[src/rtl/sync_length_packet_deframer_assert.svh]
// ---------------------------------------------------------------------------
// sync_length_packet_deframer_assert.svh
// assertion macros used by the deframer parser rtl
// ---------------------------------------------------------------------------
`ifndef SYNC_LENGTH_PACKET_DEFRAMER_ASSERT_SVH
`define SYNC_LENGTH_PACKET_DEFRAMER_ASSERT_SVH

// same-cycle implication, checked on every rising edge outside reset
`define SLD_ASSERT_NOW(label, ante, cons, msg) \
  label: assert property (@(posedge clk) disable iff (rst) (ante) |-> (cons)) \
    else $error(msg);

// next-cycle implication
`define SLD_ASSERT_NEXT(label, ante, cons, msg) \
  label: assert property (@(posedge clk) disable iff (rst) (ante) |=> (cons)) \
    else $error(msg);

`endif

[src/rtl/sld_pkg.sv]
// ---------------------------------------------------------------------------
// sld_pkg
// types and constants shared by the packet deframer modules
// ---------------------------------------------------------------------------
package sld_pkg;

  // result kinds
  localparam logic [1:0] KIND_NONE      = 2'd0;
  localparam logic [1:0] KIND_PAYLOAD   = 2'd1;
  localparam logic [1:0] KIND_TYPE_ONLY = 2'd2;
  localparam logic [1:0] KIND_REJECT    = 2'd3;

  // configuration register indexes
  localparam int unsigned CFG_INDEX_W = 8;
  localparam logic [CFG_INDEX_W-1:0] CFG_FIRST_SYNC  = 8'd0;
  localparam logic [CFG_INDEX_W-1:0] CFG_SECOND_SYNC = 8'd1;
  localparam logic [CFG_INDEX_W-1:0] CFG_MIN_LENGTH  = 8'd2;
  localparam logic [CFG_INDEX_W-1:0] CFG_MAX_LENGTH  = 8'd3;
  localparam int unsigned CFG_DATA_W = 16;

  // register reset values
  localparam logic [7:0]  FIRST_SYNC_RESET  = 8'd170;
  localparam logic [7:0]  SECOND_SYNC_RESET = 8'd85;
  localparam logic [15:0] MIN_LENGTH_RESET  = 16'd1;
  localparam logic [15:0] MAX_LENGTH_RESET  = 16'd1025;

  localparam int unsigned OUT_TDATA_W = 136;

  typedef struct packed {
    logic [7:0]  first_sync_byte;
    logic [7:0]  second_sync_byte;
    logic [15:0] min_declared_length;
    logic [15:0] max_declared_length;
  } cfg_t;

  typedef struct packed {
    logic [1:0]  result_kind;
    logic [7:0]  packet_type;
    logic [7:0]  payload_byte;
    logic [15:0] payload_position;
    logic [15:0] payload_length;
    logic        last_of_packet;
    logic [15:0] rejected_length;
    logic [31:0] packet_start_offset;
    logic [31:0] packets_completed;
    logic        partial_packet;
  } result_t;

endpackage

[src/rtl/sld_cfg_regs.sv]
// ---------------------------------------------------------------------------
// sld_cfg_regs
// configuration register file, written through the cfg channel
// ---------------------------------------------------------------------------
module sld_cfg_regs (
  input  logic                           clk,
  input  logic                           rst,
  input  logic                           cfg_valid,
  output logic                           cfg_ready,
  input  logic [sld_pkg::CFG_INDEX_W-1:0] cfg_index,
  input  logic [sld_pkg::CFG_DATA_W-1:0]  cfg_data,
  output sld_pkg::cfg_t                   cfg
);
  import sld_pkg::*;

  assign cfg_ready = 1'b1;

  always_ff @(posedge clk) begin
    if (rst) begin
      cfg.first_sync_byte     <= FIRST_SYNC_RESET;
      cfg.second_sync_byte    <= SECOND_SYNC_RESET;
      cfg.min_declared_length <= MIN_LENGTH_RESET;
      cfg.max_declared_length <= MAX_LENGTH_RESET;
    end else if (cfg_valid && cfg_ready) begin
      unique case (cfg_index)
        CFG_FIRST_SYNC:  cfg.first_sync_byte     <= cfg_data[7:0];
        CFG_SECOND_SYNC: cfg.second_sync_byte    <= cfg_data[7:0];
        CFG_MIN_LENGTH:  cfg.min_declared_length <= cfg_data;
        CFG_MAX_LENGTH:  cfg.max_declared_length <= cfg_data;
        default: ; // unknown index, dropped
      endcase
    end
  end

endmodule

[src/rtl/sld_parser.sv]
// ---------------------------------------------------------------------------
// sld_parser
// frame parser: phase register, length and counters, one result per word
// ---------------------------------------------------------------------------
`include "sync_length_packet_deframer_assert.svh"

module sld_parser (
  input  logic             clk,
  input  logic             rst,
  input  sld_pkg::cfg_t    cfg,
  input  logic             accept,
  input  logic [7:0]       stream_byte,
  output sld_pkg::result_t res
);
  import sld_pkg::*;

  localparam logic [2:0] PH_SYNC0   = 3'd0;
  localparam logic [2:0] PH_SYNC1   = 3'd1;
  localparam logic [2:0] PH_LENLO   = 3'd2;
  localparam logic [2:0] PH_LENHI   = 3'd3;
  localparam logic [2:0] PH_TYPE    = 3'd4;
  localparam logic [2:0] PH_PAYLOAD = 3'd5;

  logic [2:0]  phase, phase_next;
  logic [15:0] frame_length, frame_length_next;
  logic [15:0] payload_count, payload_count_next;
  logic [15:0] byte_pos, byte_pos_next;
  logic [7:0]  type_byte, type_byte_next;
  logic [31:0] stream_offset, stream_offset_next;
  logic [31:0] start_offset, start_offset_next;
  logic [31:0] delivered, delivered_next;
  logic [15:0] length_full;
  logic        length_bad;
  logic        pay_word;
  logic        end_word;

  assign length_full = {stream_byte, frame_length[7:0]};
  assign length_bad  = (length_full == 16'd0) ||
                       (length_full < cfg.min_declared_length) ||
                       (length_full > cfg.max_declared_length);

  always_comb begin
    phase_next           = phase;
    frame_length_next    = frame_length;
    payload_count_next   = payload_count;
    byte_pos_next        = byte_pos;
    type_byte_next       = type_byte;
    stream_offset_next   = stream_offset + 32'd1;
    start_offset_next    = start_offset;
    delivered_next       = delivered;
    res                  = '0;

    unique case (phase)
      PH_SYNC1: begin
        if (stream_byte == cfg.second_sync_byte) begin
          phase_next = PH_LENLO;
        end else if (stream_byte == cfg.first_sync_byte) begin
          // repeated first sync restarts the frame here
          start_offset_next = stream_offset;
        end else begin
          phase_next = PH_SYNC0;
        end
      end
      PH_LENLO: begin
        frame_length_next = {8'd0, stream_byte};
        phase_next        = PH_LENHI;
      end
      PH_LENHI: begin
        frame_length_next = length_full;
        if (length_bad) begin
          res.result_kind     = KIND_REJECT;
          res.rejected_length = length_full;
          phase_next          = PH_SYNC0;
        end else begin
          payload_count_next = length_full - 16'd1;
          byte_pos_next      = 16'd0;
          phase_next         = PH_TYPE;
        end
      end
      PH_TYPE: begin
        type_byte_next = stream_byte;
        if (payload_count == 16'd0) begin
          delivered_next     = delivered + 32'd1;
          res.result_kind    = KIND_TYPE_ONLY;
          res.packet_type    = stream_byte;
          res.last_of_packet = 1'b1;
          phase_next         = PH_SYNC0;
        end else begin
          phase_next = PH_PAYLOAD;
        end
      end
      PH_PAYLOAD: begin
        res.result_kind      = KIND_PAYLOAD;
        res.packet_type      = type_byte;
        res.payload_byte     = stream_byte;
        res.payload_position = byte_pos;
        res.payload_length   = payload_count;
        byte_pos_next        = byte_pos + 16'd1;
        if (byte_pos_next >= payload_count) begin
          delivered_next     = delivered + 32'd1;
          res.last_of_packet = 1'b1;
          phase_next         = PH_SYNC0;
        end
      end
      default: begin
        // hunting, unused codes included
        if (stream_byte == cfg.first_sync_byte) begin
          start_offset_next = stream_offset;
          phase_next        = PH_SYNC1;
        end else begin
          phase_next = PH_SYNC0;
        end
      end
    endcase

    res.packet_start_offset = start_offset_next;
    res.packets_completed   = delivered_next;
    res.partial_packet      = (phase_next != PH_SYNC0);
  end

  always_ff @(posedge clk) begin
    if (rst) begin
      phase         <= PH_SYNC0;
      frame_length  <= '0;
      payload_count <= '0;
      byte_pos      <= '0;
      type_byte     <= '0;
      stream_offset <= '0;
      start_offset  <= '0;
      delivered     <= '0;
    end else if (accept) begin
      phase         <= phase_next;
      frame_length  <= frame_length_next;
      payload_count <= payload_count_next;
      byte_pos      <= byte_pos_next;
      type_byte     <= type_byte_next;
      stream_offset <= stream_offset_next;
      start_offset  <= start_offset_next;
      delivered     <= delivered_next;
    end
  end

  assign pay_word = accept && (phase == PH_PAYLOAD);
  assign end_word = accept && res.last_of_packet;

  `SLD_ASSERT_NOW(a_payload_kind, pay_word, res.result_kind == KIND_PAYLOAD, "no payload result")
  `SLD_ASSERT_NEXT(a_last_hunt, end_word, phase == PH_SYNC0, "not hunting after packet end")
  `SLD_ASSERT_NEXT(a_count_step, end_word, delivered == $past(delivered) + 32'd1, "no count step")

endmodule

[src/rtl/sld_out_skid.sv]
// ---------------------------------------------------------------------------
// sld_out_skid
// result register with a skid stage, parts the parser from the output stall
// ---------------------------------------------------------------------------
module sld_out_skid (
  input  logic             clk,
  input  logic             rst,
  input  logic             in_valid,
  output logic             in_ready,
  input  sld_pkg::result_t in_data,
  output logic             out_valid,
  input  logic             out_ready,
  output sld_pkg::result_t out_data
);
  import sld_pkg::*;

  logic    skid_valid;
  result_t skid_data;

  assign in_ready = !skid_valid;

  always_ff @(posedge clk) begin
    if (rst) begin
      out_valid  <= 1'b0;
      skid_valid <= 1'b0;
    end else if (out_ready || !out_valid) begin
      if (skid_valid) begin
        out_valid  <= 1'b1;
        skid_valid <= 1'b0;
      end else begin
        out_valid <= in_valid;
      end
    end else if (in_valid && in_ready) begin
      // output stalled, park the word
      skid_valid <= 1'b1;
    end
  end

  always_ff @(posedge clk) begin
    if (out_ready || !out_valid) begin
      if (skid_valid) begin
        out_data <= skid_data;
      end else begin
        out_data <= in_data;
      end
    end else if (in_valid && in_ready) begin
      skid_data <= in_data;
    end
  end

endmodule

[src/rtl/sync_length_packet_deframer.sv]
// ---------------------------------------------------------------------------
// sync_length_packet_deframer
// two-byte sync, length-prefixed packet deframer, one result per stream byte
//
//   channel   dir  handshake                         content
//   s_axis    in   s_axis_tvalid / s_axis_tready     one stream byte
//   m_axis    out  m_axis_tvalid / m_axis_tready     one result, tlast at packet end
//   cfg       in   cfg_valid / cfg_ready             register index and value
//
// one byte is accepted per cycle while the skid stage is empty; its result goes
// to the result register, through the skid stage when the output stalls. the parser
// state updates in the same cycle the byte is taken, so bytes follow back to back.
// a skid stage keeps input ready for one more byte while the output stalls.
// rst is synchronous; registers return to their defaults, parser hunts.
// ---------------------------------------------------------------------------
module sync_length_packet_deframer (
  input  logic                            clk,
  input  logic                            rst,
  input  logic                            s_axis_tvalid,
  output logic                            s_axis_tready,
  input  logic [7:0]                      s_axis_tdata,  // stream_byte
  output logic                            m_axis_tvalid,
  input  logic                            m_axis_tready,
  // packet_type, payload_byte, payload_position, payload_length, rejected_length,
  // packet_start_offset, packets_completed, partial_packet, zero fill
  output logic [sld_pkg::OUT_TDATA_W-1:0] m_axis_tdata,
  output logic                            m_axis_tlast,  // last_of_packet
  output logic [1:0]                      m_axis_tuser,  // result_kind
  input  logic                            cfg_valid,
  output logic                            cfg_ready,
  input  logic [sld_pkg::CFG_INDEX_W-1:0] cfg_index,
  input  logic [sld_pkg::CFG_DATA_W-1:0]  cfg_data
);
  import sld_pkg::*;

  cfg_t    cfg;
  result_t parse_res;
  result_t out_res;
  logic    accept;

  assign accept = s_axis_tvalid && s_axis_tready;

  sld_cfg_regs u_cfg (
    .clk       (clk),
    .rst       (rst),
    .cfg_valid (cfg_valid),
    .cfg_ready (cfg_ready),
    .cfg_index (cfg_index),
    .cfg_data  (cfg_data),
    .cfg       (cfg)
  );

  sld_parser u_parser (
    .clk         (clk),
    .rst         (rst),
    .cfg         (cfg),
    .accept      (accept),
    .stream_byte (s_axis_tdata),
    .res         (parse_res)
  );

  sld_out_skid u_out (
    .clk       (clk),
    .rst       (rst),
    .in_valid  (accept),
    .in_ready  (s_axis_tready),
    .in_data   (parse_res),
    .out_valid (m_axis_tvalid),
    .out_ready (m_axis_tready),
    .out_data  (out_res)
  );

  assign m_axis_tdata = {7'd0,
                         out_res.partial_packet,
                         out_res.packets_completed,
                         out_res.packet_start_offset,
                         out_res.rejected_length,
                         out_res.payload_length,
                         out_res.payload_position,
                         out_res.payload_byte,
                         out_res.packet_type};
  assign m_axis_tlast = out_res.last_of_packet;
  assign m_axis_tuser = out_res.result_kind;

endmodule

[config.mk]
export PLATFORM = sky130hd
export DESIGN_NAME = sync_length_packet_deframer
export DESIGN_NICKNAME = d
export VERILOG_FILES = /design/src/rtl/sld_pkg.sv /design/src/rtl/sld_cfg_regs.sv /design/src/rtl/sld_parser.sv /design/src/rtl/sld_out_skid.sv /design/src/rtl/sync_length_packet_deframer.sv
export VERILOG_INCLUDE_DIRS = /design/src /design/src/rtl
export SDC_FILE = /design/constraint.sdc
export NUM_CORES = 1
export LEC_CHECK = 0
export ABC_AREA = 1
export BUFFER_PORTS_ARGS = -buffer_cell sky130_fd_sc_hd__buf_4
export CAP_MARGIN = 20
export CORE_MARGIN = 2
export CORE_UTILIZATION = 50
export CTS_CLUSTER_DIAMETER = 200
export CTS_CLUSTER_SIZE = 14
export DETAILED_ROUTE_END_ITERATION = 8
export PLACE_DENSITY = 0.64
export SLEW_MARGIN = 20
export SYNTH_ARGS = -nofsm -noshare
export SYNTH_HDL_FRONTEND = slang
export SYNTH_SLANG_ARGS = --single-unit
export TNS_END_PERCENT = 10
[constraint.sdc]
create_clock -name clk -period 15.7 [get_ports clk]
set_input_delay 1.57 -clock clk [delete_from_list [all_inputs] [get_ports clk]]
set_output_delay 1.57 -clock clk [all_outputs]
set_load 0.005 [all_outputs]
Yosys cells after proc, flatten, opt, wreduce, memory -nomap -nowiden
Cells that the tools add are included.
Storage, ports and cells
  logic and storage cells: 106
  flip-flop bits (word level): 461
  input bits: 37
Cells by class
  reductions and logical operators: 23
  $add $sub $neg: 4
  multiplexer cells: 28
  bitwise operators: 3
  $lt $le $gt $ge: 3
  equality and inequality tests: 11
Operator list (number)
  two-way mux 132 bit: 1
  two-way mux 32 bit: 4
  case mux 32 bit (2 select lines): 2
  adder 32 x 1 -> 32 bit (second input constant): 2
  two-way mux 16 bit: 3
  two-way mux 40 bit: 1
  logical NOT 16 bit: 2
  case mux 16 bit (2 select lines): 1
  case mux 8 bit (2 select lines): 2
  adder 16 x 1 -> 16 bit (second input constant): 1
  equality test 8 x 2 -> 1 bit (second input constant): 2
  equality test 8 bit: 2
  >= comparator 16 bit: 1
  greater-than comparator 16 bit: 1
  less-than comparator 16 bit: 1
  subtractor 16 x 1 -> 16 bit (second input constant): 1
  two-way mux 3 bit: 5
  case mux 3 bit (5 select lines): 1
  AND reduction 2 bit: 6
  two-way mux 10 bit: 1
  AND reduction 3 bit: 3
  equality test 8 x 1 -> 1 bit (second input constant): 1
  logical NOT 8 bit: 1
  equality test 3 x 2 -> 1 bit (second input constant): 2
  other kinds (15): 25

Longest topological paths before layout
  word-level depth: 7
  gate-level depth with buffers: 23

Hierarchy
Synthesis repeated with hierarchy kept, for this count alone.
Unflattened totals
  cell total of the unflattened synthesis: 2697
  area total of the unflattened synthesis: 22429.0 µm²
Modules (own cells, without submodules)
  sld_parser: times used 1, cells an instance 1695, area an instance 10540.1 µm², sequential area each 2942.8 µm²
  sld_out_skid: times used 1, cells an instance 702, area an instance 9686.8 µm², sequential area each 7967.6 µm²
  sld_cfg_regs: times used 1, cells an instance 290, area an instance 2138.3 µm², sequential area each 960.9 µm²
  sync_length_packet_deframer: times used 1, cells an instance 10, area an instance 63.8 µm², sequential area each 0.0 µm²

Worst setup path before layout
OpenSTA, ideal clock, no wires.
  kind: input to register
  from: in m_axis_tready
  to: reg u_out.skid_data[0] (netlist name) (enable)
  slack: 4.378 ns
  cell stages on the path: 3
  data arrival time: 10.065 ns
  path buffers: 0
  path through: inv_1 -> nand2_1 -> nor2_1
On the way
  longest elaborated chain between the ends: 3
RTL lines
  start, declared: RTL line sync_length_packet_deframer.sv:23  | input logic m_axis_tready,
  logical OR 1 bit: RTL line sld_out_skid.sv:40  | if (out_ready || !out_valid) begin
  NOT 1 bit (no line)
  AND reduction 2 bit (no line)
  end signal, assigned: RTL line sld_out_skid.sv:47  | skid_data <= in_data;
  end, declared: RTL line sld_out_skid.sv:18  | result_t skid_data;
Every way passes these cells.
A chain may end at the register's enable or synchronous reset.

Worst setup path after layout
  from: reg u_parser.byte_pos[0]
  to: reg u_out.out_data[1] (netlist name) (data pin)
On the way
  longest elaborated chain between the ends: 5
RTL lines
  start, declared: RTL line sld_parser.sv:27  | logic [15:0] byte_pos, byte_pos_next;
  start signal, assigned: RTL line sld_parser.sv:135  | byte_pos <= byte_pos_next;
  adder 16 x 1 -> 16 bit: RTL line sld_parser.sv:98  | byte_pos_next = byte_pos + 16'd1;
  >= comparator 16 bit: RTL line sld_parser.sv:99  | if (byte_pos_next >= payload_count) begin
  two-way mux 32 bit: RTL line sld_parser.sv:99
  case mux 32 bit (2 select lines): RTL line sld_parser.sv:53  | unique case (phase)
  two-way mux 132 bit: RTL line sld_out_skid.sv:41  | if (skid_valid) begin
  end signal, assigned: RTL line sld_out_skid.sv:42  | out_data <= skid_data;
  end signal, assigned: RTL line sld_out_skid.sv:44  | out_data <= in_data;
  end, declared: RTL line sld_out_skid.sv:13  | output sld_pkg::result_t out_data
Every way passes these cells.

==> flow_summary_export.csv <==
group,metric,value,unit
run_status,run_status,"finished clean",
clocking,post_cts_resize_count,0,
detailed_routing,drt-pass1-iter-count,7,
detailed_routing,initialDrtViolationCount,1347,
sta,peak_clock_frequency_supported_by_timing,214,MHz
clocking,cts_sinks,461,
global_route,grt_first_pass_wirelength,91.1,mm
cells_and_area,final_net_count,2901,
clocking,cts_setup_buffers,0,
power,cellLeakagePower,11.0,nW
logic_synthesis,synth.cell_area,22400,sq um
setup_path,timing_worst_setup_path_type,"flop to flop",
cells_and_area,area.growth.synth_to_final,12.3,%
setup_path,worst-endpoint-arrival,4.95,ns
sta,final_max_slew_viol_count,0,
detailed_routing,detail-route-antenna-nets,0,
global_route,number_of_antenna_violations_at_the_first_check_in_global_routing,0,
floorplan,floorplan.core_area,44200,sq um
setup_path,timing.critical_path.cells,"ha_1 > nand3_1 > nor2_1 > nand4_1 > nor2_1 > nand2_1 > nor2_1 > nand2_1 > nand2_1 > nand2_1 > ha_1 > nand4_1 > nor3_1 > nand2_1 > nand3_1 > nand3_1 > a21oi_1 > o21ai_0",
clocking,cts.path.max_buffers,3,
hold_path,hold_path_class,"flop to flop",
setup_path,slowest_delay,0.70,ns
sta,rsz0062_at_grt,"no",
sta,final.setup.worst_slack,11.03,ns
cells_and_area,final_layout_size_suffix_gt1_frac,0.108,
sta,hold_ws,0.459,ns
sta,hold_violations,0,
floorplan,dieWidth,215,microns
place,post_dp_cell_area,23900,sq um
detailed_routing,route.detailed.drc,0,
global_route,globalRouteOverflowTotal,0,
global_route,grt_pass1_vias,17500,
logic_synthesis,synth_top_flop_cell,"edfxtp_1",
place,dp_hpwl,37.1,mm
place,gp_congestion,0.877,
clocking,clock_latency,0.57,ns
logic_synthesis,syn_inst_count,2705,
global_route,grt_max_degree,114,
detailed_routing,post_drt_via_cell_ratio,5.31,
sta,clock_skew,0.0178,ns
sta,layout_worst_path_cycle_share,0.298,
clocking,clk_pin_slew_worst_paths,0.07,ns
detailed_routing,routed_wire_length_per_instance,16.4,microns
cells_and_area,n_antenna_cell,0,
clocking,htreeDepth,2,
global_route,grtUsageTotal,0.242,
setup_path,worst-path-max-fanout,21,
logic_synthesis,ys.warnings.count,0,
place,preCtsSetupSlack,11.07,ns
setup_path,end_kind,"flop",
setup_path,ff2ff_path_depth,18,
sta,fin_crit,4.67,ns
setup_path,startpoint_type,"flop",
logic_synthesis,syn-mean-instance-area,8.27,sq um
setup_path,cp.required,15.98,ns
setup_path,critical_path.slowest_cell,"nand3_1",
sta,final.setup.tns,0,ns
floorplan,total_die_area,46400,sq um
logic_synthesis,synth-edff-count,264,
logic_synthesis,synth-seq-area-share,0.531,
floorplan,ios,179,
clocking,number_of_clock_buffers_inserted_by_tritoncts,38,
place,numPortBuffers,170,
floorplan,die_h,215,microns
cells_and_area,finish.instance_area,25100,sq um
clocking,cell_chosen_for_the_clock_root,"clkbuf_16",
power,power.density_cell_area,101,nW/um^2
detailed_routing,drt-total-wl,56.4,mm
clocking,holdBufCountCts,0,
clocking,clock_tree_from_tritoncts,"done",
sta,final_setup_violations,0,
detailed_routing,routed-via-count,18300,
run,max_cap_viol_count,0,
logic_synthesis,synthDistinctLibCells,47,
hold_path,hold_depth,2,
power,design_power_total,2.54,mW
sta,max_slew_headroom,0.319,
sta,tightestPinTransition,1.02,ns
logic_synthesis,ys_seq_elements,461,
setup_path,cp_common_cell,"nand2_1",
floorplan,placementRows,77,
logic_synthesis,ys_async_sr_fraction,0,
power,worst_ir_drop_on_vdd,76.7,uV
floorplan,floorplan.initialDensity,0.506,
==> sequential cells by signal, indices dropped and copies added, names as in the netlist, 16 cells and up <==
register and cells:
u_cfg.cfg 48, u_out.out_data 132, u_out.skid_data 132, u_parser.byte_pos 16, u_parser.delivered 32, u_parser.payload_count 16, u_parser.start_offset 32, u_parser.stream_offset 32
==> per-stage QoR <==
stage | util | std cells
after floorplan | - | 2711
after global placement | 0.541 | 3363
after detailed placement | 0.541 | 3363
after CTS | 0.567 | 3433
after global routing | 0.568 | 3434
final | 0.568 | 3434
==> Yosys cell counts (2+ instances only) <==
master,number,area [sq um]
ha_1,52,651
buf_4,16,120
edfxtp_1,264,7930
nor2_4,3,33.8
nor3_4,3,48.8
buf_6,6,67.6
nor4_1,10,62.6
conb_1,2,7.51
buf_2,9,45.0
xnor2_1,7,61.3
o21ai_0,128,641
inv_1,300,1130
o21a_1,3,22.5
inv_2,13,48.8
clkbuf_1,79,297
o211ai_2,11,138
nor3_2,5,50.1
nand2_2,9,56.3
nor2_2,8,50.1
o21ai_2,13,114
dfxtp_1,197,3940
nor2_1,315,1180
o211ai_1,11,82.6
nand3_1,105,526
nor3_1,43,215
buf_1,11,41.3
nand4_1,65,407
or2_2,3,18.8
xor2_1,28,245
o21ai_1,27,135
nand3_2,8,80.1
a21oi_1,148,741
or2_1,3,18.8
a31oi_1,42,263
a211oi_1,2,15.0
nand2_1,743,2790
nor3b_1,3,22.5
==> area by class of cell <==
cell class                 count  area, sq um
clock buffer                  70         1130
multi-input combinational   1813         8770
inverter                     314         1180
sequential                   461        11900
fill                        4046        19100
tap                          592          741
timing repair buffer         184         1410
==> cells in the final DEF, fill, tap and decap left out, drive strengths merged <==
master and count:
a21oi 148, nand3b 1, nor3b 3, a21o 1
nand3 113, o211ai 22, ha 52, inv 313
dfxtp 197, conb 8, or2 7, o21a 3
o22ai 1, a211oi 2, a31oi 42, xnor2 7
nand4 65, and2 1, nand2 753, buf 184
xor2 28, clkinv 1, nor4 10, o21ai 168
nor2 326, nor3 51, o21bai 1, edfxtp 264
clkbuf 70
==> critical path: cells and delay by family, from the launching register on <==
family	cells	cell delay [ns]
adder cells (fa/ha/maj)	2	0.49
AND/OR/NAND/NOR	14	3.00
flip-flops	1	0.40
AO/OA/AOI/OAI	2	0.51
==> where the power goes <==
part | total [mW] | internal [mW] | switching, mW
Sequential | 1.36 | 1.33 | 0.0294
Clock | 0.927 | 0.488 | 0.439
Combinational | 0.246 | 0.0947 | 0.152
==> layer usage <==
layer / share of wire / vias to the layer above / global-route usage
li1: - / 9092 / -
met3: 0.063 / 100 / 0.0381
met4: 0.028 / 0 / 0.0795
met2: 0.46 / 572 / 0.391
met1: 0.45 / 8486 / 0.333
met5: 0 / - / 0
==> path summary, 6_finish.rpt <==
kind | from | to | slack [ns]
min reg2reg | u_cfg.cfg[25] | u_cfg.cfg[25] | 0.46
max reg2reg | u_parser.byte_pos[0] | u_out.out_data[1] | 11.03
max | u_parser.byte_pos[0] | u_out.out_data[1] | 11.03
min | u_cfg.cfg[25] | u_cfg.cfg[25] | 0.46
==> logic make-up (layout without fill, tap and decap cells) <==
| logic type | count (synthesis) | after routing | share of synthesized area |
|---|---|---|---|
| XOR/XNOR | 35 | 35 | 0.0137 |
| buffers and inverters | 437 | 568 | 0.0788 |
| flip-flops | 461 | 461 | 0.531 |
| other | 2 | 8 | 0.000336 |
| AO/OA/AOI/OAI | 388 | 388 | 0.0971 |
| adder cells (fa/ha/maj) | 52 | 52 | 0.0291 |
| AND/OR/NAND/NOR | 1330 | 1330 | 0.250 |
Power figures use the tool's default switching activity.
